## config.mk

```make
export PLATFORM = sky130hd
export DESIGN_NAME = pol_cell
export DESIGN_NICKNAME = d
export VERILOG_FILES = /design/src/design/pol_pkg.sv /design/src/design/pol_cell.sv
export SDC_FILE = /design/constraint.sdc
export NUM_CORES = 1
export LEC_CHECK = 0
export BUFFER_PORTS_ARGS = -buffer_cell sky130_fd_sc_hd__buf_2
export CORE_AREA = 2 2 103 105
export DETAILED_ROUTE_END_ITERATION = 8
export DIE_AREA = 0 0 105 107
export PLACE_DENSITY = 0.69
export SKIP_LAST_GASP = 1
export SLEW_MARGIN = 5
export SYNTH_ARGS = -nofsm -noshare
export SYNTH_HDL_FRONTEND = slang
export SYNTH_SLANG_ARGS = --single-unit
```

## constraint.sdc

```tcl
create_clock -name clock -period 3.5 [get_ports clock]
set_clock_uncertainty 0.2 [all_clocks]
set_input_delay 0.525 -clock clock [delete_from_list [all_inputs] [get_ports clock]]
set_output_delay 0.525 -clock clock [all_outputs]
set_load 0.02 [all_outputs]
```

## src/design/pol_pkg.sv

```systemverilog
// Package with the shared types, codes and defaults of the positional ordered list.
package pol_pkg;

   // Default sizes handed to the top level parameters.
   localparam int DEF_CAPACITY    = 64;
   localparam int DEF_VALUE_WIDTH = 32;

   // Fixed field widths of the request and response channels.
   localparam int REQ_TYPE_W   = 3;
   localparam int ITEM_W       = 32;
   localparam int POSITION_W   = 7;
   localparam int STATUS_W     = 3;

   // Request operation codes.
   typedef enum logic [REQ_TYPE_W-1:0] {
      OP_INS_FRONT = 3'd0,
      OP_INS_BACK  = 3'd1,
      OP_INS_POS   = 3'd2,
      OP_DEL_FRONT = 3'd3,
      OP_DEL_BACK  = 3'd4,
      OP_DEL_POS   = 3'd5,
      OP_SEARCH    = 3'd6
   } op_type;

   // Response status codes.
   typedef enum logic [STATUS_W-1:0] {
      ST_OK       = 3'd0,
      ST_BADPOS   = 3'd1,
      ST_EMPTY    = 3'd2,
      ST_FULL     = 3'd3,
      ST_NOTFOUND = 3'd4
   } status_type;

   // What every element cell does with its stored value.
   typedef enum logic [1:0] {
      SH_HOLD,
      SH_INSERT,
      SH_DELETE
   } shift_type;

   // What every element cell does with its probe register.
   typedef enum logic [1:0] {
      PR_HOLD,
      PR_LOAD_DEL,
      PR_LOAD_SEARCH,
      PR_FOLD
   } probe_type;

   // Broadcast control from the controller to the row of cells.
   typedef struct packed {
      shift_type shift;
      probe_type probe;
   } cell_ctl_type;

   // Controller sequencer states.
   typedef enum logic [1:0] {
      FSM_IDLE,
      FSM_FOLD,
      FSM_DONE
   } fsm_type;

endpackage

```

## src/design/pol_cell.sv

```systemverilog
// One element cell: a stored value that shifts with its neighbors, plus a probe register.
module pol_cell #(
   parameter int VALUE_WIDTH = 32,
   parameter int INDEX       = 0,
   parameter int IW          = 6,
   parameter int CW          = 7
) (
   input  logic                    clock,
   input  pol_pkg::cell_ctl_type   ctl,
   input  logic [IW-1:0]           idx,
   input  logic [CW-1:0]           count,
   input  logic [VALUE_WIDTH-1:0]  new_value,
   input  logic [VALUE_WIDTH-1:0]  left_value,
   input  logic [VALUE_WIDTH-1:0]  right_value,
   input  logic                    fold_a_hit,
   input  logic [VALUE_WIDTH-1:0]  fold_a_val,
   input  logic [IW-1:0]           fold_a_idx,
   input  logic                    fold_b_hit,
   input  logic [VALUE_WIDTH-1:0]  fold_b_val,
   input  logic [IW-1:0]           fold_b_idx,
   output logic [VALUE_WIDTH-1:0]  value,
   output logic                    probe_hit,
   output logic [VALUE_WIDTH-1:0]  probe_val,
   output logic [IW-1:0]           probe_idx
);
   import pol_pkg::*;

   localparam logic [IW-1:0] MY_IDX = IW'(INDEX);
   localparam logic [CW-1:0] MY_POS = CW'(INDEX);

   logic [VALUE_WIDTH-1:0] value_ff, value_in;
   logic                   hit_ff, hit_in;
   logic [VALUE_WIDTH-1:0] pval_ff, pval_in;
   logic [IW-1:0]          pidx_ff, pidx_in;

   // Element value: open a gap at the insert slot, or close it at the delete slot.
   always_comb begin
      value_in = value_ff;
      case (ctl.shift)
         SH_INSERT: begin
            if (MY_IDX > idx) begin
               value_in = left_value;
            end else if (MY_IDX == idx) begin
               value_in = new_value;
            end
         end
         SH_DELETE: begin
            if (MY_IDX >= idx) begin
               value_in = right_value;
            end
         end
         default: value_in = value_ff;
      endcase
   end

   // Probe: load a delete or search candidate, or fold two probes of the level below.
   always_comb begin
      hit_in  = hit_ff;
      pval_in = pval_ff;
      pidx_in = pidx_ff;
      case (ctl.probe)
         PR_LOAD_DEL: begin
            hit_in  = (MY_IDX == idx);
            pval_in = value_ff;
            pidx_in = MY_IDX;
         end
         PR_LOAD_SEARCH: begin
            hit_in  = (MY_POS < count) && (value_ff == new_value);
            pval_in = value_ff;
            pidx_in = MY_IDX;
         end
         PR_FOLD: begin
            // The lower position wins, which keeps the first match of a search.
            hit_in = fold_a_hit | fold_b_hit;
            if (fold_a_hit) begin
               pval_in = fold_a_val;
               pidx_in = fold_a_idx;
            end else begin
               pval_in = fold_b_val;
               pidx_in = fold_b_idx;
            end
         end
         default: hit_in = hit_ff;
      endcase
   end

   // Payload registers only; nothing here needs a reset.
   always_ff @(posedge clock) begin
      value_ff <= value_in;
      hit_ff   <= hit_in;
      pval_ff  <= pval_in;
      pidx_ff  <= pidx_in;
   end

   assign value     = value_ff;
   assign probe_hit = hit_ff;
   assign probe_val = pval_ff;
   assign probe_idx = pidx_ff;

endmodule

```

# [After elaboration in Yosys (flattened, before gate mapping)]
# Index checks and enable logic that the tools add are counted.
[classes] reduce_logical=7 muxes=9 n_eq_ne=8 bitwise_logic=1 div=0 add_sub_neg=0 magnitude_cmp=3 shifts=0 n_mul=0
[op_table] op="32-bit two-way mux" count=4
[op_table] op="32-bit one-hot mux with 2 select lines" count=2
[op_table] op="32-bit == test" count=1
[op_table] op="6-bit one-hot mux with 2 select lines" count=1
[op_table] op="1-bit by 7-bit less-than comparator with 1-bit output, first input constant" count=1
[op_table] op="2-bit == test, second input constant" count=3
[op_table] op="1-bit by 6-bit >= comparator with 1-bit output, first input constant" count=1
[op_table] op="1-bit by 6-bit > comparator with 1-bit output, first input constant" count=1
[op_table] op="6-bit zero test" count=1
[op_table] op="6-bit two-way mux" count=1
[op_table] op="2-bit by 1-bit == test with 1-bit output, second input constant" count=2
[op_table] op="2-bit nonzero test" count=2
[op_table] op="3-bit != test, second input constant" count=1
[op_table] op="1-bit one-hot mux with 3 select lines" count=1
[op_table] op="3-bit AND reduction" count=1
[op_table] op="3-bit nonzero test" count=1
[op_table] op="2-bit != test, second input constant" count=1
[op_table] op="2-bit OR reduction" count=1
[op_table] op="1-bit logical AND" count=1
[op_table] op="1-bit OR" count=1
[word_totals] mem_count=0 ram_bits=0 latch_bits=0 input_bits=192 reg_bits=71 mem_bits_ro=0

# [Logic depth before layout (Yosys ltp)]
[depth] word_depth=4 ltp_mapped=5 ltp_nobuf=5

# [Least setup slack after synthesis]
# No wires, ideal clock.
[synth_timing] kind="input to register" startpoint="input idx[5]" endpoint="register value_ff[0] (netlist: value[0]), enable pin" slack_ps=631 path_buffers=0 setup_ps=421 required_time_ps=2879 t_arrival_ps=2248 stages=3 cell_sequence="nor4_1 nand2_1 nor2_1"
[synth_via] elab_chain_len=3
[synth_rtl] element="start: declaration" line_no="pol_cell.sv:10" rtl="input logic [IW-1:0] idx,"
[synth_rtl] element="1-bit by 6-bit > comparator with 1-bit output (tied with other cells)" line_no="pol_cell.sv:41" rtl="if (MY_IDX > idx) begin"
[synth_rtl] element="3-bit != test (no line) / 2-bit != test (equally long branches)"
[synth_rtl] element="3-bit AND reduction (no line) *"
[synth_rtl] element="end signal: assignment" line_no="pol_cell.sv:89" rtl="value_ff <= value_in;"
[synth_rtl] element="end: declaration" line_no="pol_cell.sv:31" rtl="logic [VALUE_WIDTH-1:0] value_ff, value_in;"
# Mark *: on every way between the ends. The rest lies on a longest branch, timed or not.
# A chain may end at the register's enable or synchronous reset.

# [Worst setup path in the final report]
[layout_timing] startpoint="input fold_a_hit" endpoint="register pval_ff[11] (netlist: probe_val[11]) (data pin)"
[layout_via] elab_chain_len=2
[layout_rtl] element="start: declaration" line_no="pol_cell.sv:15" rtl="input logic fold_a_hit,"
[layout_rtl] element="32-bit two-way mux" line_no="pol_cell.sv:75" rtl="if (fold_a_hit) begin"
[layout_rtl] element="32-bit one-hot mux with 2 select lines" line_no="pol_cell.sv:61" rtl="case (ctl.probe)"
[layout_rtl] element="net pval_in[11]" line_no="pol_cell.sv:33" rtl="logic [VALUE_WIDTH-1:0] pval_ff, pval_in;"
[layout_rtl] element="end signal: assignment" line_no="pol_cell.sv:91" rtl="pval_ff <= pval_in;"
[layout_rtl] element="end: declaration" line_no="pol_cell.sv:33"
# The timed path passes the listed nets, and every way through them passes these cells.

==> qor.yml <==
min_path:
  timing.hold.worst.class: "in -> reg"
floorplanning:
  initial_core_util_pct: 36.7
  ios: 263
  rows: 37
  die_y_extent_um: 107
  fp.dieArea_um2: 11200
  die_width_um: 105
  floorplan.core_area_um2: 10100
power_and_ir_drop:
  power_leakage_nw: 2.33
  vdd_drop_max_mv: 0.124
  power.switching_fraction_pct: 25.6
  internal_power_w: 0.00139
  comb_power_share_pct: 17.9
  cellPowerDensity_nw_per_um2: 363
  pwr-share-seq_pct: 53.4
  switchingPower_w: 0.000476
  power_frac_clock_pct: 28.7
global_route:
  grt_pass1_wl_um: 15600
  first_global_vias: 3203
  grt_max_degree: 71
  gr-usage-all-layers_pct: 18.2
  global_route.overflow_total: 0
  grt_antenna_before_repair: 0
clock_network:
  tritoncts.num_buffers: 9
  tritoncts: "built"
  clock_tree.buffer_depth: 2
  clock_latency_at_the_later_pin_of_the_worst_skew_pair_ps: 350
  holdBufCountCts: 0
  clkTransAtPathRegs_ps: 70
  clock-root-buffer: "clkbuf_8"
  cts_sinks: 71
  post_cts_resized: 0
  clock_tree.htree_level_count: 3
  post_cts.repair.setup_buffers: 0
run_status:
  outcome: "finished, final reports clean"
cells_and_area:
  final_net_count: 704
  fin_area_um2: 5130
  syn2layout_area_growth_pct: 38.6
  num_antenna_cells: 0
  final_core_util_pct: 50.9
  post_route_cells_drive_above_1_share_pct: 54.2
  layout.filler_cells: 989
worst_setup_path:
  crit_arrival_ps: 1830
  worst_r2r_endpoint: "probe_hit"
  worst-r2r-setup-slack_ps: 1770
  critPathLaunchType: "input port"
  criticalPathCategory: "in -> reg"
  worst-path-max-fanout: 22
  ff2ff_path_depth: 5
  cp-endpoint: "probe_val[11]"
  critical_path_launch_point: "fold_a_hit"
  cp_data_required_time_ps: 3350
  endpoint_kind: "flop"
  worstReg2RegStart: "value[21]"
logic_synthesis:
  syn-instance-count: 284
  synth.area.mux_share_pct: 20.0
  post_synth_and_or_nand_nor_area_fraction_pct: 7.40
  synth-compound-area-share_pct: 4.86
  synth_xor_area_share_pct: 7.80
  ys_ff_latch: 71
  syn_area_per_cell_um2: 13.0
  synth.yosys.warnings: 0
  combinational_family_with_the_most_area_after_synthesis: "multiplexers"
  post_synth_instance_area_um2: 3700
  post_synth_fa_ha_maj_area_fraction_pct: 0
  synth_fp_nets: 476
  synth_cell_type_count: 26
  synth_sequential_area_ratio_pct: 57.6
timing:
  slew_headroom_pct: 24.6
  final_critical_path_time_including_i_o_delays_and_setup_ps: 1980
  final_min_period_over_clock_period_pct: 56.6
  hold_viol: 0
  timing_max_transition_violations_final: 0
  timing.setup.tns_ps: 0
  final-setup-viol-count: 0
  grt_setup_unrepaired: "no"
  tightest_slew_ps: 1130
  achievable-frequency_mhz: 505
drt:
  drt_wl_total_um: 10500
  post_drt_wl_per_cell_um: 16.2
  drtPass1Iterations: 4
  drc_errors: 0
  post_detailed_route_via_to_cell_ratio: 4.73
  drt-initial-drc-count: 122
  num_vias: 3082
  detail-route-antenna-nets: 0
place:
  dp_hpwl_um: 8100
  io_buffer_count: 230
  place_area_um2: 4990
  finalWeightedCongestion: 0.773
job:
  drv.max_cap_violation_count: 0
==> cell families after synthesis <==
group | after synthesis
compound gates | 35
xor+xnor | 33
buf+inv | 16
flops | 71
mux | 70
simple gates | 59
==> registers in the layout, summed over array words and instances, names as in the netlist <==
| signal | count |
|---|---|
| probe_val | 32 |
| value | 32 |
| probe_idx | 6 |
| probe_hit | 1 |
==> cell usage after synthesis <==
| cell type | count | share of area (%) |
|---|---|---|
| nand3_1 | 2 | 0.27 |
| o21ai_1 | 1 | 0.14 |
| xnor2_1 | 17 | 4.0 |
| nand2_1 | 34 | 3.4 |
| mux2_2 | 30 | 9.1 |
| edfxtp_1 | 71 | 58 |
| clkbuf_1 | 7 | 0.71 |
| buf_4 | 4 | 0.81 |
| nor3_1 | 1 | 0.14 |
| or4_4 | 1 | 0.30 |
| mux2i_1 | 38 | 10 |
| nor4_1 | 5 | 0.84 |
| o21a_1 | 1 | 0.20 |
| nand4_1 | 4 | 0.68 |
| xor2_1 | 16 | 3.8 |
| nor2_1 | 8 | 0.81 |
| o211ai_1 | 1 | 0.20 |
| or2_2 | 1 | 0.17 |
| clkbuf_2 | 1 | 0.14 |
| nor2b_1 | 1 | 0.17 |
| nor4_2 | 1 | 0.34 |
| buf_6 | 1 | 0.30 |
| buf_2 | 3 | 0.41 |
| nor4b_1 | 1 | 0.24 |
| mux2_1 | 2 | 0.61 |
| o21ai_0 | 32 | 4.3 |
==> stage by stage <==
stage | std cells | hold WS, ps | setup slack [ps] | power [W]
finish | 651 | 268 | 1520 | 0.00186
global placement | 637 | 378 | 1210 | 0.00134
CTS | 651 | 243 | 1540 | 0.00189
floorplan | 284 | 504 | 631 | 0.00119
detailed placement | 637 | 396 | 1150 | 0.00135
global route | 651 | 264 | 1400 | 0.00194
==> final cells by class <==
type,count,area (um^2),share of cell area (%)
well taps,136,170,3.31
multi-input cells,197,1500,29.2
clock inverters,3,12.5,0.244
flip-flops and latches,71,2130,41.5
repair buffers,233,1190,23.1
clock buffers,11,131,2.56
==> cells in the final DEF (no fill, tap or decap), drive strengths merged <==
cell type and count:
xor2 16, nor2b 1, nand3 2, buf 233
nor3 1, nand2 34, o21a 1, nor4 6
mux2 32, nand4 4, edfxtp 71, mux2i 38
xnor2 17, nor2 8, clkinv 3, or2 1
o211ai 1, clkbuf 11, nor4b 1, o21ai 33
or4 1
==> power groups by stage <==
stage	registers (W)	clock network [W]	logic [W]
floorplan	0.00107	0	0.000125
global placement	0.00101	0	0.000329
detailed placement	0.00101	0	0.000336
CTS	0.000994	0.000557	0.000337
global route	0.000998	0.000581	0.000362
finish	0.000994	0.000535	0.000333
==> worst min path at each step <==
| stage | from | to | slack (ps) | depth (start not counted) |
|---|---|---|---|---|
| after floorplan | value[0] | probe_val[0] | 500 | 2 |
| after global placement | value[21] | probe_val[21] | 380 | 2 |
| after detailed placement | value[3] | probe_val[3] | 400 | 2 |
| after CTS | right_value[5] | value[5] | 240 | 2 |
| after global routing | right_value[5] | value[5] | 260 | 2 |
| final | right_value[5] | value[5] | 270 | 2 |
==> layer usage <==
| layer | vias up | GRT usage (%) | routed length [um] |
|---|---|---|---|
| met5 | - | 0 | 0 |
| met4 | 0 | 7.43 | 179 |
| met1 | 1446 | 20.1 | 4190 |
| li1 | 1500 | - | - |
| met3 | 12 | 4.62 | 627 |
| met2 | 124 | 33.2 | 5540 |
==> worst max-delay path, stage by stage <==
cell     delay (ps)
buf_2           450
buf_4           460
mux2i_1         260
o21ai_0         100
Power figures use the tool's default switching activity.
