[src/design/pol_pkg.sv]
// Package with the shared types, codes and defaults of the positional ordered list.
package pol_pkg;

   // Default sizes handed to the top level parameters.
   localparam int DEF_CAPACITY    = 64;
   localparam int DEF_VALUE_WIDTH = 32;

   // Fixed field widths of the request and response channels.
   localparam int REQ_TYPE_W   = 3;
   localparam int ITEM_W       = 32;
   localparam int POSITION_W   = 7;
   localparam int STATUS_W     = 3;

   // Request operation codes.
   typedef enum logic [REQ_TYPE_W-1:0] {
      OP_INS_FRONT = 3'd0,
      OP_INS_BACK  = 3'd1,
      OP_INS_POS   = 3'd2,
      OP_DEL_FRONT = 3'd3,
      OP_DEL_BACK  = 3'd4,
      OP_DEL_POS   = 3'd5,
      OP_SEARCH    = 3'd6
   } op_type;

   // Response status codes.
   typedef enum logic [STATUS_W-1:0] {
      ST_OK       = 3'd0,
      ST_BADPOS   = 3'd1,
      ST_EMPTY    = 3'd2,
      ST_FULL     = 3'd3,
      ST_NOTFOUND = 3'd4
   } status_type;

   // What every element cell does with its stored value.
   typedef enum logic [1:0] {
      SH_HOLD,
      SH_INSERT,
      SH_DELETE
   } shift_type;

   // What every element cell does with its probe register.
   typedef enum logic [1:0] {
      PR_HOLD,
      PR_LOAD_DEL,
      PR_LOAD_SEARCH,
      PR_FOLD
   } probe_type;

   // Broadcast control from the controller to the row of cells.
   typedef struct packed {
      shift_type shift;
      probe_type probe;
   } cell_ctl_type;

   // Controller sequencer states.
   typedef enum logic [1:0] {
      FSM_IDLE,
      FSM_FOLD,
      FSM_DONE
   } fsm_type;

endpackage

[src/design/pol_if.sv]
// Request and response channel interfaces of the positional ordered list.
interface pol_req_if;
   import pol_pkg::*;

   logic                         valid;
   logic                         ready;
   logic [REQ_TYPE_W-1:0]        req_type;
   logic signed [ITEM_W-1:0]     item_value;
   logic [POSITION_W-1:0]        position;

   modport source (output valid, output req_type, output item_value, output position,
                   input ready);
   modport sink   (input valid, input req_type, input item_value, input position,
                   output ready);
endinterface

interface pol_rsp_if;
   import pol_pkg::*;

   logic                         valid;
   logic                         ready;
   logic [STATUS_W-1:0]          status;
   logic signed [ITEM_W-1:0]     removed_value;
   logic [POSITION_W-1:0]        found_position;
   logic [POSITION_W-1:0]        length;

   modport source (output valid, output status, output removed_value,
                   output found_position, output length, input ready);
   modport sink   (input valid, input status, input removed_value,
                   input found_position, input length, output ready);
endinterface

[src/design/pol_ctrl.sv]
// Controller: decodes requests, keeps the element count, sequences the probe fold.
module pol_ctrl #(
   parameter int CAPACITY    = 64,
   parameter int VALUE_WIDTH = 32,
   parameter int IW          = 6,
   parameter int CW          = 7,
   parameter int LEVELS      = 6
) (
   input  logic                    clock,
   input  logic                    reset,
   pol_req_if.sink                 req_if,
   pol_rsp_if.source               rsp_if,
   output pol_pkg::cell_ctl_type   cell_ctl,
   output logic [IW-1:0]           cell_idx,
   output logic [VALUE_WIDTH-1:0]  ins_value,
   output logic [CW-1:0]           count,
   input  logic                    head_hit,
   input  logic [VALUE_WIDTH-1:0]  head_val,
   input  logic [IW-1:0]           head_idx
);
   import pol_pkg::*;

   localparam int CMPW = (CW + 1 > POSITION_W) ? CW + 1 : POSITION_W;
   localparam int FW   = $clog2(LEVELS + 1);

   fsm_type                 state_ff, state_in;
   logic [CW-1:0]           count_ff, count_in;
   logic [FW-1:0]           fold_cnt_ff, fold_cnt_in;
   logic                    search_ff, search_in;
   logic                    rsp_valid_ff, rsp_valid_in;
   logic [STATUS_W-1:0]     status_ff, status_in;
   logic [ITEM_W-1:0]       removed_ff, removed_in;
   logic [POSITION_W-1:0]   found_ff, found_in;
   logic [POSITION_W-1:0]   length_ff, length_in;

   logic                    accept;
   logic                    fold_last;
   logic [CMPW-1:0]         pos_x, cnt_x;
   logic                    full, empty;
   status_type              dec_status;
   shift_type               dec_shift;
   probe_type               dec_probe;
   logic [IW-1:0]           dec_idx;
   logic                    dec_fold;

   assign accept    = req_if.valid && req_if.ready;
   assign fold_last = (fold_cnt_ff == FW'(LEVELS - 1));
   assign pos_x     = CMPW'(req_if.position);
   assign cnt_x     = CMPW'(count_ff);
   assign full      = (cnt_x == CMPW'(CAPACITY));
   assign empty     = (count_ff == '0);
   assign ins_value = VALUE_WIDTH'(req_if.item_value);

   // Request decode with the error checks in the order the list defines them.
   always_comb begin
      dec_status = ST_OK;
      dec_shift  = SH_HOLD;
      dec_probe  = PR_HOLD;
      dec_idx    = '0;
      dec_fold   = 1'b0;
      case (op_type'(req_if.req_type))
         OP_INS_FRONT, OP_INS_BACK: begin
            if (full) begin
               dec_status = ST_FULL;
            end else begin
               dec_shift = SH_INSERT;
               dec_idx   = (op_type'(req_if.req_type) == OP_INS_FRONT) ? '0 : IW'(count_ff);
            end
         end
         OP_INS_POS: begin
            if (pos_x == '0 || pos_x > cnt_x + 1'b1) begin
               dec_status = ST_BADPOS;
            end else if (full) begin
               dec_status = ST_FULL;
            end else begin
               dec_shift = SH_INSERT;
               dec_idx   = IW'(pos_x - 1'b1);
            end
         end
         OP_DEL_FRONT, OP_DEL_BACK: begin
            if (empty) begin
               dec_status = ST_EMPTY;
            end else begin
               dec_shift = SH_DELETE;
               dec_probe = PR_LOAD_DEL;
               dec_fold  = 1'b1;
               dec_idx   = (op_type'(req_if.req_type) == OP_DEL_FRONT) ? '0 :
                           IW'(count_ff - 1'b1);
            end
         end
         OP_DEL_POS: begin
            if (empty) begin
               dec_status = ST_EMPTY;
            end else if (pos_x == '0 || pos_x > cnt_x) begin
               dec_status = ST_BADPOS;
            end else begin
               dec_shift = SH_DELETE;
               dec_probe = PR_LOAD_DEL;
               dec_fold  = 1'b1;
               dec_idx   = IW'(pos_x - 1'b1);
            end
         end
         OP_SEARCH: begin
            if (empty) begin
               dec_status = ST_EMPTY;
            end else begin
               dec_probe = PR_LOAD_SEARCH;
               dec_fold  = 1'b1;
            end
         end
         default: dec_status = ST_OK;
      endcase
   end

   // Next state of the sequencer.
   always_comb begin
      state_in = state_ff;
      case (state_ff)
         FSM_IDLE: if (accept && dec_fold) state_in = FSM_FOLD;
         FSM_FOLD: if (fold_last) state_in = FSM_DONE;
         FSM_DONE: state_in = FSM_IDLE;
         default:  state_in = FSM_IDLE;
      endcase
   end

   // Sequencer outputs: handshake, cell control and the fold counter.
   always_comb begin
      req_if.ready   = 1'b0;
      cell_ctl.shift = SH_HOLD;
      cell_ctl.probe = PR_HOLD;
      fold_cnt_in    = '0;
      case (state_ff)
         FSM_IDLE: begin
            req_if.ready = !rsp_valid_ff || rsp_if.ready;
            if (req_if.valid && (!rsp_valid_ff || rsp_if.ready)) begin
               cell_ctl.shift = dec_shift;
               cell_ctl.probe = dec_probe;
            end
         end
         FSM_FOLD: begin
            cell_ctl.probe = PR_FOLD;
            fold_cnt_in    = fold_cnt_ff + 1'b1;
         end
         default: fold_cnt_in = '0;
      endcase
   end

   assign cell_idx = dec_idx;

   // Element count and the kind of the request that is being folded.
   always_comb begin
      count_in  = count_ff;
      search_in = search_ff;
      if (accept) begin
         search_in = (dec_probe == PR_LOAD_SEARCH);
         if (dec_shift == SH_INSERT) begin
            count_in = count_ff + 1'b1;
         end else if (dec_shift == SH_DELETE) begin
            count_in = count_ff - 1'b1;
         end
      end
   end

   // Response register: immediate results at accept, folded results when done.
   always_comb begin
      rsp_valid_in = rsp_valid_ff && !rsp_if.ready;
      status_in    = status_ff;
      removed_in   = removed_ff;
      found_in     = found_ff;
      length_in    = length_ff;
      if (accept && !dec_fold) begin
         rsp_valid_in = 1'b1;
         status_in    = dec_status;
         removed_in   = '0;
         found_in     = '0;
         length_in    = POSITION_W'(count_in);
      end else if (state_ff == FSM_DONE) begin
         rsp_valid_in = 1'b1;
         length_in    = POSITION_W'(count_ff);
         if (search_ff) begin
            removed_in = '0;
            if (head_hit) begin
               status_in = ST_OK;
               found_in  = POSITION_W'((IW + 1)'(head_idx) + 1'b1);
            end else begin
               status_in = ST_NOTFOUND;
               found_in  = '0;
            end
         end else begin
            status_in  = ST_OK;
            removed_in = ITEM_W'(signed'(head_val));
            found_in   = '0;
         end
      end
   end

   // Control registers.
   always_ff @(posedge clock) begin
      if (reset) begin
         state_ff     <= FSM_IDLE;
         count_ff     <= '0;
         fold_cnt_ff  <= '0;
         rsp_valid_ff <= 1'b0;
      end else begin
         state_ff     <= state_in;
         count_ff     <= count_in;
         fold_cnt_ff  <= fold_cnt_in;
         rsp_valid_ff <= rsp_valid_in;
      end
   end

   // Payload registers.
   always_ff @(posedge clock) begin
      search_ff  <= search_in;
      status_ff  <= status_in;
      removed_ff <= removed_in;
      found_ff   <= found_in;
      length_ff  <= length_in;
   end

   assign count                = count_ff;
   assign rsp_if.valid          = rsp_valid_ff;
   assign rsp_if.status         = status_ff;
   assign rsp_if.removed_value  = removed_ff;
   assign rsp_if.found_position = found_ff;
   assign rsp_if.length         = length_ff;

`ifndef SYNTHESIS
   // The list never holds more than its capacity.
   a_count_bound: assert property (@(posedge clock) disable iff (reset)
      CMPW'(count_ff) <= CMPW'(CAPACITY))
      else $error("element count above capacity");

   // An accepted insert grows the list by one.
   a_insert_grows: assert property (@(posedge clock) disable iff (reset)
      (accept && dec_shift == SH_INSERT) |=> count_ff == $past(count_ff) + 1'b1)
      else $error("insert did not grow the list");

   // An accepted delete shrinks the list by one.
   a_delete_shrinks: assert property (@(posedge clock) disable iff (reset)
      (accept && dec_shift == SH_DELETE) |=> count_ff == $past(count_ff) - 1'b1)
      else $error("delete did not shrink the list");

   // The fold ends after its last level.
   a_fold_ends: assert property (@(posedge clock) disable iff (reset)
      (state_ff == FSM_FOLD && fold_last) |=> state_ff == FSM_DONE)
      else $error("fold did not finish");

   // The response register is free when a folded result is written.
   a_done_free: assert property (@(posedge clock) disable iff (reset)
      (state_ff == FSM_DONE) |-> !rsp_valid_ff)
      else $error("folded result would overwrite a pending response");
`endif

endmodule

[src/flat_wrapper.sv]
// flat-port wrapper written by rule: the top's interface ports become plain ports
module pol_ctrl_flat import pol_pkg::*;
#(
   parameter int CAPACITY    = 64,
   parameter int VALUE_WIDTH = 32,
   parameter int IW          = 6,
   parameter int CW          = 7,
   parameter int LEVELS      = 6
)
  (clock, reset, cell_ctl, cell_idx, ins_value, count, head_hit, head_val, head_idx, req_if_valid, req_if_req_type, req_if_item_value, req_if_position, req_if_ready, rsp_if_valid, rsp_if_status, rsp_if_removed_value, rsp_if_found_position, rsp_if_length, rsp_if_ready);
  pol_req_if req_if_i ();
  pol_rsp_if rsp_if_i ();
  input  logic clock;
  input  logic reset;
  output pol_pkg::cell_ctl_type cell_ctl;
  output logic [IW-1:0] cell_idx;
  output logic [VALUE_WIDTH-1:0] ins_value;
  output logic [CW-1:0] count;
  input  logic head_hit;
  input  logic [VALUE_WIDTH-1:0] head_val;
  input  logic [IW-1:0] head_idx;
  input wire logic [$bits(req_if_i.valid)-1:0] req_if_valid;
  input wire logic [$bits(req_if_i.req_type)-1:0] req_if_req_type;
  input wire logic [$bits(req_if_i.item_value)-1:0] req_if_item_value;
  input wire logic [$bits(req_if_i.position)-1:0] req_if_position;
  output wire logic [$bits(req_if_i.ready)-1:0] req_if_ready;
  output wire logic [$bits(rsp_if_i.valid)-1:0] rsp_if_valid;
  output wire logic [$bits(rsp_if_i.status)-1:0] rsp_if_status;
  output wire logic [$bits(rsp_if_i.removed_value)-1:0] rsp_if_removed_value;
  output wire logic [$bits(rsp_if_i.found_position)-1:0] rsp_if_found_position;
  output wire logic [$bits(rsp_if_i.length)-1:0] rsp_if_length;
  input wire logic [$bits(rsp_if_i.ready)-1:0] rsp_if_ready;
  assign req_if_i.valid = req_if_valid;
  assign req_if_i.req_type = req_if_req_type;
  assign req_if_i.item_value = req_if_item_value;
  assign req_if_i.position = req_if_position;
  assign req_if_ready = req_if_i.ready;
  assign rsp_if_valid = rsp_if_i.valid;
  assign rsp_if_status = rsp_if_i.status;
  assign rsp_if_removed_value = rsp_if_i.removed_value;
  assign rsp_if_found_position = rsp_if_i.found_position;
  assign rsp_if_length = rsp_if_i.length;
  assign rsp_if_i.ready = rsp_if_ready;
  pol_ctrl #(.CAPACITY(CAPACITY), .VALUE_WIDTH(VALUE_WIDTH), .IW(IW), .CW(CW), .LEVELS(LEVELS)) u_core (.clock(clock), .reset(reset), .req_if(req_if_i), .rsp_if(rsp_if_i), .cell_ctl(cell_ctl), .cell_idx(cell_idx), .ins_value(ins_value), .count(count), .head_hit(head_hit), .head_val(head_val), .head_idx(head_idx));
endmodule
[config.mk]
export PLATFORM = sky130hd
export DESIGN_NAME = pol_ctrl_flat
export DESIGN_NICKNAME = d
export VERILOG_FILES = /design/src/design/pol_pkg.sv /design/src/design/pol_if.sv /design/src/design/pol_ctrl.sv /design/src/flat_wrapper.sv
export SDC_FILE = /design/constraint.sdc
export NUM_CORES = 1
export LEC_CHECK = 0
export BUFFER_PORTS_ARGS = -buffer_cell sky130_fd_sc_hd__buf_2
export CAP_MARGIN = 20
export CORE_MARGIN = 8
export CORE_UTILIZATION = 37
export CTS_CLUSTER_SIZE = 20
export DETAILED_ROUTE_END_ITERATION = 8
export GPL_ROUTABILITY_DRIVEN = 0
export PLACE_DENSITY_LB_ADDON = 0.3
export RECOVER_POWER = 100
export SYNTH_ARGS = -nofsm -noshare
export SYNTH_HDL_FRONTEND = slang
export SYNTH_SLANG_ARGS = --single-unit
[constraint.sdc]
create_clock -name clock -period 4.15 [get_ports clock]
set_input_delay 0.415 -clock clock [delete_from_list [all_inputs] [get_ports clock]]
set_output_delay 0.415 -clock clock [all_outputs]
set_load 0.05 [all_outputs]
======== Word level (Yosys, flattened, before mapping) ========
Cells that the tools add are included.
operators by class
  add/subtract/negate cells ............... 6
  multiplexer cells ....................... 50
  bitwise gates (word level) .............. 1
  equality and inequality tests ........... 15
  order comparisons ....................... 2
  reduce and logical (&&, ||, !) cells .... 21
operator list
  cell                                                                count
  7-bit two-way mux                                                   7
  6-bit two-way mux                                                   8
  32-bit two-way mux                                                  1
  6-bit case mux with 4 select lines                                  1
  2-bit two-way mux                                                   10
  3-bit two-way mux                                                   6
  3-bit == test, second input constant                                4
  3-bit case mux with 4 select lines                                  1
  1-bit two-way mux                                                   10
  7-bit by 1-bit adder with 8-bit output, second input constant       1
  7-bit by 8-bit > comparator with 1-bit output                       1
  8-bit zero test                                                     1
  2-bit case mux with 2 select lines                                  2
  2-bit case mux with 4 select lines                                  1
  6-bit by 1-bit adder with 7-bit output, second input constant       1
  7-bit by 1-bit adder with 7-bit output, second input constant       1
  7-bit == test, second input constant                                1
  7-bit > comparator                                                  1
  7-bit zero test                                                     1
  7-bit by 1-bit subtractor with 7-bit output, second input constant  1
  2-bit == test, second input constant                                3
  3-bit by 2-bit == test with 1-bit output, second input constant     2
  2-bit case mux with 3 select lines                                  1
  2-bit OR reduction                                                  3
  16 further kinds                                                    26
storage, ports and cells
  logic and storage cells ................. 104
  bits of input ports ..................... 85
  register bits after elaboration ......... 63
  output and inout bits ................... 100

======== Depth between registers and ports, before layout ========
Gate-level depths: netlist (run 1).
  depth after elaboration ................. 10
  gate-level depth with buffers ........... 12
  mapped depth without buffers ............ 12

======== Worst setup path after synthesis (run 1) ========
No wires, ideal clock.
  kind .................................... flip-flop to output port
  start ................................... register u_core.count_ff[0] (netlist: u_core.count[0])
  end ..................................... output port cell_idx[0]
  cell stages (with the launch flop) ...... 13
  data arrival time ....................... 3.723 ns
  buffers on the path ..................... 0
  setup slack ............................. 0.012 ns
  data required time ...................... 3.735 ns
  cells stage by stage .................... dfxtp_1 -> ha_1 -> nand3_1 -> nor3_1 -> xnor2_1 -> ha_1 -> and3_1 -> a221o_1 -> a21oi_1 -> o21bai_1 -> nor3_1 -> a21oi_1 -> o221ai_1
on the way
  longest elaborated chain between the ends .. 5
  elaborated cells on any way between the ends .. 17
  those cells by class .................... 2 x add/sub; 2 x order compare; 1 x eq/ne; 9 x mux; 3 x reduce/logical
ends and longest elaborated chain
  item                                                                               line                            source
  from (decl)                                                                        pol_ctrl.sv:27                  logic [CW-1:0] count_ff, count_in;
  from (signal assigned)                                                             pol_ctrl.sv:206                 count_ff <= count_in;
  7-bit by 1-bit adder with 8-bit output or 7-bit > comparator (tied branches)       pol_ctrl.sv:71, pol_ctrl.sv:94
  7-bit by 8-bit > comparator with 1-bit output or 1-bit logical OR (tied branches)  pol_ctrl.sv:71, pol_ctrl.sv:94
  1-bit logical OR or 6-bit two-way mux (tied branches)                              pol_ctrl.sv:71, pol_ctrl.sv:94
  6-bit two-way mux (on tied branches)                                               pol_ctrl.sv:71, pol_ctrl.sv:92
  6-bit case mux with 4 select lines *                                               pol_ctrl.sv:61                  case (op_type'(req_if.req_type))
  to (decl)                                                                          flat_wrapper.sv:16              output logic [IW-1:0] cell_idx;
Mark *: on every way between the ends. The rest lies on a longest branch, timed or not.

======== Final worst setup path (run 1) ========
  start ................................... register u_core.count_ff[1] (netlist: u_core.count[1])
  end ..................................... output port cell_idx[4]
Same word-level chain as after synthesis.

==> flow_summary_export.csv, run 1 <==
group,metric,value,unit
timing,setup_violations,0,
synthesis,yosysSeqAreaShare,0.359,
clock_network,clock_sinks,63,
floorplan,io-pin-count,185,
timing,fin_crit_sh,0.947,
setup_path,worstPathRequired,3.73,ns
clock_network,numCtsBuffers,9,
final_layout,drive_above_1_share,0.182,
drt,via_count,3451,
synthesis,ys_ff_latch,63,
floorplan,rows,37,
clock_network,h-tree-depth,3,
drt,drt-pass1-iter-count,4,
drt,first_iter_violations,252,
synthesis,synth_top_cell_by_area,"dfxtp_1",
drt,wl_per_cell,15.5,um
synthesis,syn_area_per_cell,8.39,um^2
timing,tightest_slew,0.862,ns
synthesis,synth_cell_type_count,50,
global_route,globalRouteOverflowTotal,0,
timing,max_freq,0.255,GHz
global_route,grt_antenna_before_repair,0,
run,drv_cap,0,
synthesis,syn-cell-area,3820,um^2
final_layout,syn_to_final_growth,16.9,%
final_layout,nets,641,
clock_network,post-cts-setup-buffers,0,
synthesis,async_reset_ff_frac,0,
global_route,grt_max_degree,66,
timing,slew_headroom,0.426,
floorplan,die_y,118,um
drt,viasPerCell,5.11,
synthesis,synth_area_leaders,"dfxtp_1, edfxtp_1, ha_1, nor3b_1, buf_4",
setup_path,worstPathArrival,3.51,ns
final_layout,postLayoutCoreUtil,0.438,
placement,numPortBuffers,120,
power_and_ir_drop,vdd_drop_max,0.215,mV
final_layout,n_antenna_cell,0,
placement,place_hpwl,8030,um
drt,drc,0,
synthesis,synth_edf_count,11,
min_path,min_path_type,"input pin to register",
floorplan,dieArea,13800,um^2
power_and_ir_drop,p_per_area,396,nW/um^2
floorplan,die_w,118,um
synthesis,syn_inst,455,
timing,slew_violations,0,
power_and_ir_drop,p_leak,1.76,nW
synthesis,yosys_warnings,0,
setup_path,critPathSlowestCell,"dfxtp_1",
timing,fin_setup_tns,0,ns
setup_path,worst_setup_path_end_kind,"output pin",
synthesis,synthFlopType,"dfxtp_1",
clock_network,cts_tree,"yes",
drt,wl,10500,um
setup_path,cpPeakStageDelay,0.43,ns
global_route,grt_usage,0.147,
floorplan,core-area,10200,um^2
clock_network,insertion_delay,0.34,ns
drt,final_antenna_net_count,0,
synthesis,yosys.area.top_type_share,0.273,
synthesis,syn-num-nets,562,
setup_path,start_kind,"register",
timing,hold_viol,0,
outcome,status,"finished clean",
clock_network,cts.clk_slew.worst_paths,0.08,ns
setup_path,worst-setup-path-type,"register to output pin",
global_route,grt_pass1_wl,17100,um
timing,rsz0062_at_grt,"false",
global_route,grt_pass1_vias,3399,
floorplan,start_util,0.375,
setup_path,crit_chain,"ha_1 -> nand3_1 -> nor3_2 -> xnor2_1 -> ha_1 -> and3_1 -> and3_1 -> a32o_1 -> o21bai_1 -> nor3_2 -> a21oi_4 -> o22ai_1 -> clkbuf_2",
timing,fin_crit,3.93,ns
timing,finClkSkew,0.0116,ns
clock_network,clock-root-buffer,"clkbuf_8",
clock_network,cts_buffer_depth,2,
setup_path,crit_fanout,6,
## critical path, delay by kind of cell (launching register included)
kind | cells | cell delay (ns)
buf+inv | 1 | 0.25
flops | 1 | 0.43
fa+ha+maj | 2 | 0.55
compound gates | 4 | 0.88
simple gates | 5 | 0.85
xor+xnor | 1 | 0.21
## power breakdown
part,total [mW],internal (mW),switching (mW)
Clock,0.493,0.251,0.242
Sequential,0.689,0.663,0.0258
Combinational,0.584,0.165,0.419
Total,1.77,1.08,0.687
## state kept, by name, indices dropped and copies added (netlist names)
register                      cells
u_core.rsp_if.status              3
u_core.state_ff                   2
u_core.rsp_if.removed_value      32
u_core.rsp_if.found_position      7
u_core.rsp_if.length              7
u_core.search_ff                  1
u_core.fold_cnt_ff                3
u_core.rsp_if.valid               1
u_core.count                      7
## what timing repair did
action,4_1_cts,5_1_grt
hold endpoints to repair,0,0
gates resized for setup,6,4
setup endpoints to repair,6,7
pin swaps,0,1
hold buffers,0,0
## cells in the mapped netlist, types with 5 or more instances
cell and count:
a211oi_1 6, a21oi_1 46, and3_1 7, buf_2 6, buf_4 32, clkbuf_1 19
dfxtp_1 52, edfxtp_1 11, ha_1 22, inv_1 20, mux2_2 5, nand2_1 13
nand2b_1 5, nand3_1 10, nor2_1 61, nor3_1 15, nor3b_1 33, o21ai_0 17
xnor2_1 16
## area by class of cell
class / count / area [um^2]
fill: 1079 / 5720
multi-input combinational: 314 / 2060
sequential: 63 / 1370
timing repair buffer: 126 / 603
tap: 136 / 170
clock buffer: 11 / 153
inverter: 20 / 75.1
clock inverter: 5 / 30.0
## stage by stage
stage | cells | power, mW | setup slack [ns] | hold WS (ns) | area (um^2)
after CTS | 673 | 1.79 | 0.0736 | 0.284 | 4480
after global routing | 675 | 1.87 | 0.0128 | 0.290 | 4460
after detailed placement | 657 | 1.29 | 0.289 | 0.445 | 4280
final | 675 | 1.77 | 0.222 | 0.302 | 4460
after floorplan | 455 | 1.21 | 0.0122 | 0.421 | 3820
after global placement | 657 | 1.28 | 0.422 | 0.436 | 4280
## cells by family after synthesis
logic type	count (synthesis)	synth area share
AOI/OAI and AO/OA	104	0.173
muxes	5	0.0147
DFF	63	0.359
and+or+nand+nor	164	0.227
xor gates and xnor gates	19	0.0436
buffers and inverters	78	0.110
adders and majority gates	22	0.0721
## layer usage
| metal | wire, um | up-vias | track usage |
|---|---|---|---|
| li1 | - | 1721 | - |
| met1 | 4840 | 1587 | 0.177 |
| met5 | 0 | - | 0 |
| met2 | 4650 | 118 | 0.234 |
| met3 | 814 | 25 | 0.0537 |
| met4 | 146 | 0 | 0.0512 |
## placed cells by master (no fill, tap or decap), types with 7 or more instances in the layout
cell / count
clkbuf_1: 63
nor2_1: 61
buf_2: 52
dfxtp_1: 51
a21oi_1: 44
nor3b_1: 33
ha_1: 22
inv_1: 20
o21ai_0: 17
xnor2_1: 16
nand2_1: 13
nor3_1: 12
edfxtp_1: 11
nand3_1: 10
clkbuf_8: 9
and3_1: 7
## worst paths after layout
kind                                            start                               to  slack (ns)  cells past startpoint
worst max register to register        u_core.count[4]          u_core.rsp_if.length[2]        0.39                     10
worst min register to register  u_core.fold_cnt_ff[0]            u_core.fold_cnt_ff[0]        0.45                      1
worst min-delay path                      head_idx[0]  u_core.rsp_if.found_position[0]        0.30                      2
worst max-delay path                  u_core.count[1]                      cell_idx[4]        0.22                     13
Power figures use the tool's default switching activity.
==> inputs of run 2 (changes only) <==
--- a/config.mk
+++ b/config.mk
@@ -14,6 +14,7 @@
 export GPL_ROUTABILITY_DRIVEN = 0
 export PLACE_DENSITY_LB_ADDON = 0.3
 export RECOVER_POWER = 100
+export SKIP_CTS_REPAIR_TIMING = 1
 export SYNTH_ARGS = -nofsm -noshare
 export SYNTH_HDL_FRONTEND = slang
 export SYNTH_SLANG_ARGS = --single-unit
==> constraint.sdc (replaced) <==
create_clock -name clock -period 4.7 [get_ports clock]
set_input_delay 0.47 -clock clock [delete_from_list [all_inputs] [get_ports clock]]
set_output_delay 0.47 -clock clock [all_outputs]
set_load 0.05 [all_outputs]
==> run 2 against run 1 <==
Against the previous run: the flow now finishes with violations (capacitance limit, slew limit); sequential power down 11%; critical path depth is the same; final cell count is 0.30% lower; via count down 1.0%; die area unchanged; clock power grew 7.5%; routed wire length decreased by 0.53%; global-route usage fell by 0.090 points; utilization down 0.098 points; total power down 6.8%; largest cell class unchanged; highest routed layer unchanged.
==> flow_summary_export.csv, run 2 (synthesis gave the netlist of run 1 again) <==
group,metric,value,unit
clock_network,clock_sinks,63,
floorplan,start_util,0.375,
floorplan,dieArea,13800,um^2
floorplan,io-pin-count,185,
final_layout,layout_commonest_cell,"clkbuf_1",
drt,viasPerCell,5.07,
final_layout,final_cell_mix,"clkbuf_1, nor2_1, buf_2, dfxtp_1, a21oi_1",
final_layout,largest_register_ffs,32,
setup_path,worst_setup_path_end_kind,"output pin",
timing,hold_viol,0,
setup_path,crit_start,"u_core.count[0]",
final_layout,syn_to_final_growth,16.6,%
clock_network,h-tree-depth,3,
placement,place_hpwl,7940,um
timing,tightest_slew,1.82,ns
global_route,globalRouteOverflowTotal,0,
global_route,grt_pass1_vias,3353,
floorplan,die_w,118,um
min_path,hold_start,"head_idx[0]",
global_route,grt_usage,0.146,
drt,wl,10400,um
global_route,grt_antenna_before_repair,0,
drt,first_iter_violations,284,
floorplan,rows,37,
timing,fin_crit,4.34,ns
final_layout,nets,639,
power_and_ir_drop,vdd_drop_max,0.251,mV
drt,via_count,3415,
outcome,violations,"capacitance limit, slew limit",
global_route,grt_pass1_wl,16900,um
drt,wl_per_cell,15.5,um
setup_path,start_kind,"register",
outcome,status,"complete, but fails checks",
final_layout,drive_above_1_share,0.168,
timing,fin_setup_tns,0,ns
timing,max_freq,0.230,GHz
timing,slew_violations,43,
run,drv_cap,1,
clock_network,insertion_delay,0.34,ns
setup_path,worstPathArrival,3.87,ns
timing,slew_headroom,-0.214,
setup_path,worst-setup-path-type,"register to output pin",
clock_network,cts.clk_slew.worst_paths,0.08,ns
drt,final_antenna_net_count,0,
drt,drt-pass1-iter-count,4,
clock_network,numCtsBuffers,9,
global_route,grt_max_degree,66,
placement,numPortBuffers,120,
timing,setup_violations,0,
clock_network,clock-root-buffer,"clkbuf_8",
setup_path,rrSetupSlack,0.53,ns
timing,rsz0062_at_grt,"false",
drt,drc,0,
final_layout,n_antenna_cell,0,
setup_path,worstPathRequired,4.23,ns
min_path,min_path_type,"input pin to register",
clock_network,cts_buffer_depth,2,
power_and_ir_drop,power,1.65,mW
floorplan,die_y,118,um
power_and_ir_drop,p_leak,1.77,nW
timing,finClkSkew,0.0128,ns
power_and_ir_drop,p_per_area,370,nW/um^2
setup_path,rr_startpoint,"u_core.count[6]",
clock_network,cts_tree,"yes",
timing,fin_crit_sh,0.924,
setup_path,crit_fanout,9,
floorplan,core-area,10200,um^2
==> run 2: layout make-up <==
class | count | area (um^2)
fillers | 1106 | 5730
flip-flops and latches | 63 | 1370
inverters | 20 | 75.1
multi-input cells | 314 | 2030
well taps | 136 | 170
clock inverters | 5 | 56.3
clock buffers | 11 | 174
repair buffers | 124 | 579
==> run 2: report_power, final <==
part	switching, mW	internal [mW]
Clock	0.220	0.311
Sequential	0.0251	0.585
Combinational	0.367	0.139
Total	0.611	1.04
==> run 2: stage by stage <==
stage / utilization / instances / hold WS [ns] / setup slack, ns / instance area [um^2]
detailed placement: 0.419 / 655 / 0.446 / 0.795 / 4270
CTS: 0.441 / 671 / 0.330 / 0.393 / 4500
global route: 0.437 / 673 / 0.350 / 0.0884 / 4450
floorplan: - / 455 / 0.421 / 0.507 / 3820
finish: 0.437 / 673 / 0.354 / 0.358 / 4450
global placement: 0.419 / 655 / 0.432 / 0.929 / 4270
==> run 2: worst paths after layout <==
check	end	depth (start not counted)
max reg2reg	u_core.rsp_if.length[2]	10
max	cell_idx[1]	13
min	u_core.rsp_if.found_position[0]	2
min reg2reg	u_core.fold_cnt_ff[0]	1
==> run 2: metal layers <==
metal,global-route usage,share of wire
met1,0.179,0.46
met5,0,0
met2,0.234,0.45
met3,0.0475,0.073
met4,0.0512,0.016
==> run 2: worst max-delay path, cell delays in order (launching register included) <==
cell	delay, ns
dfxtp_1	0.50
ha_1	0.26
nand3_1	0.15
nor3_1	0.22
xnor2_1	0.21
ha_1	0.30
and3_1	0.19
and3_1	0.19
a32o_1	0.29
o21bai_1	0.21
nor3_1	0.08
a21oi_1	0.48
o221ai_1	0.19
clkbuf_2	0.26
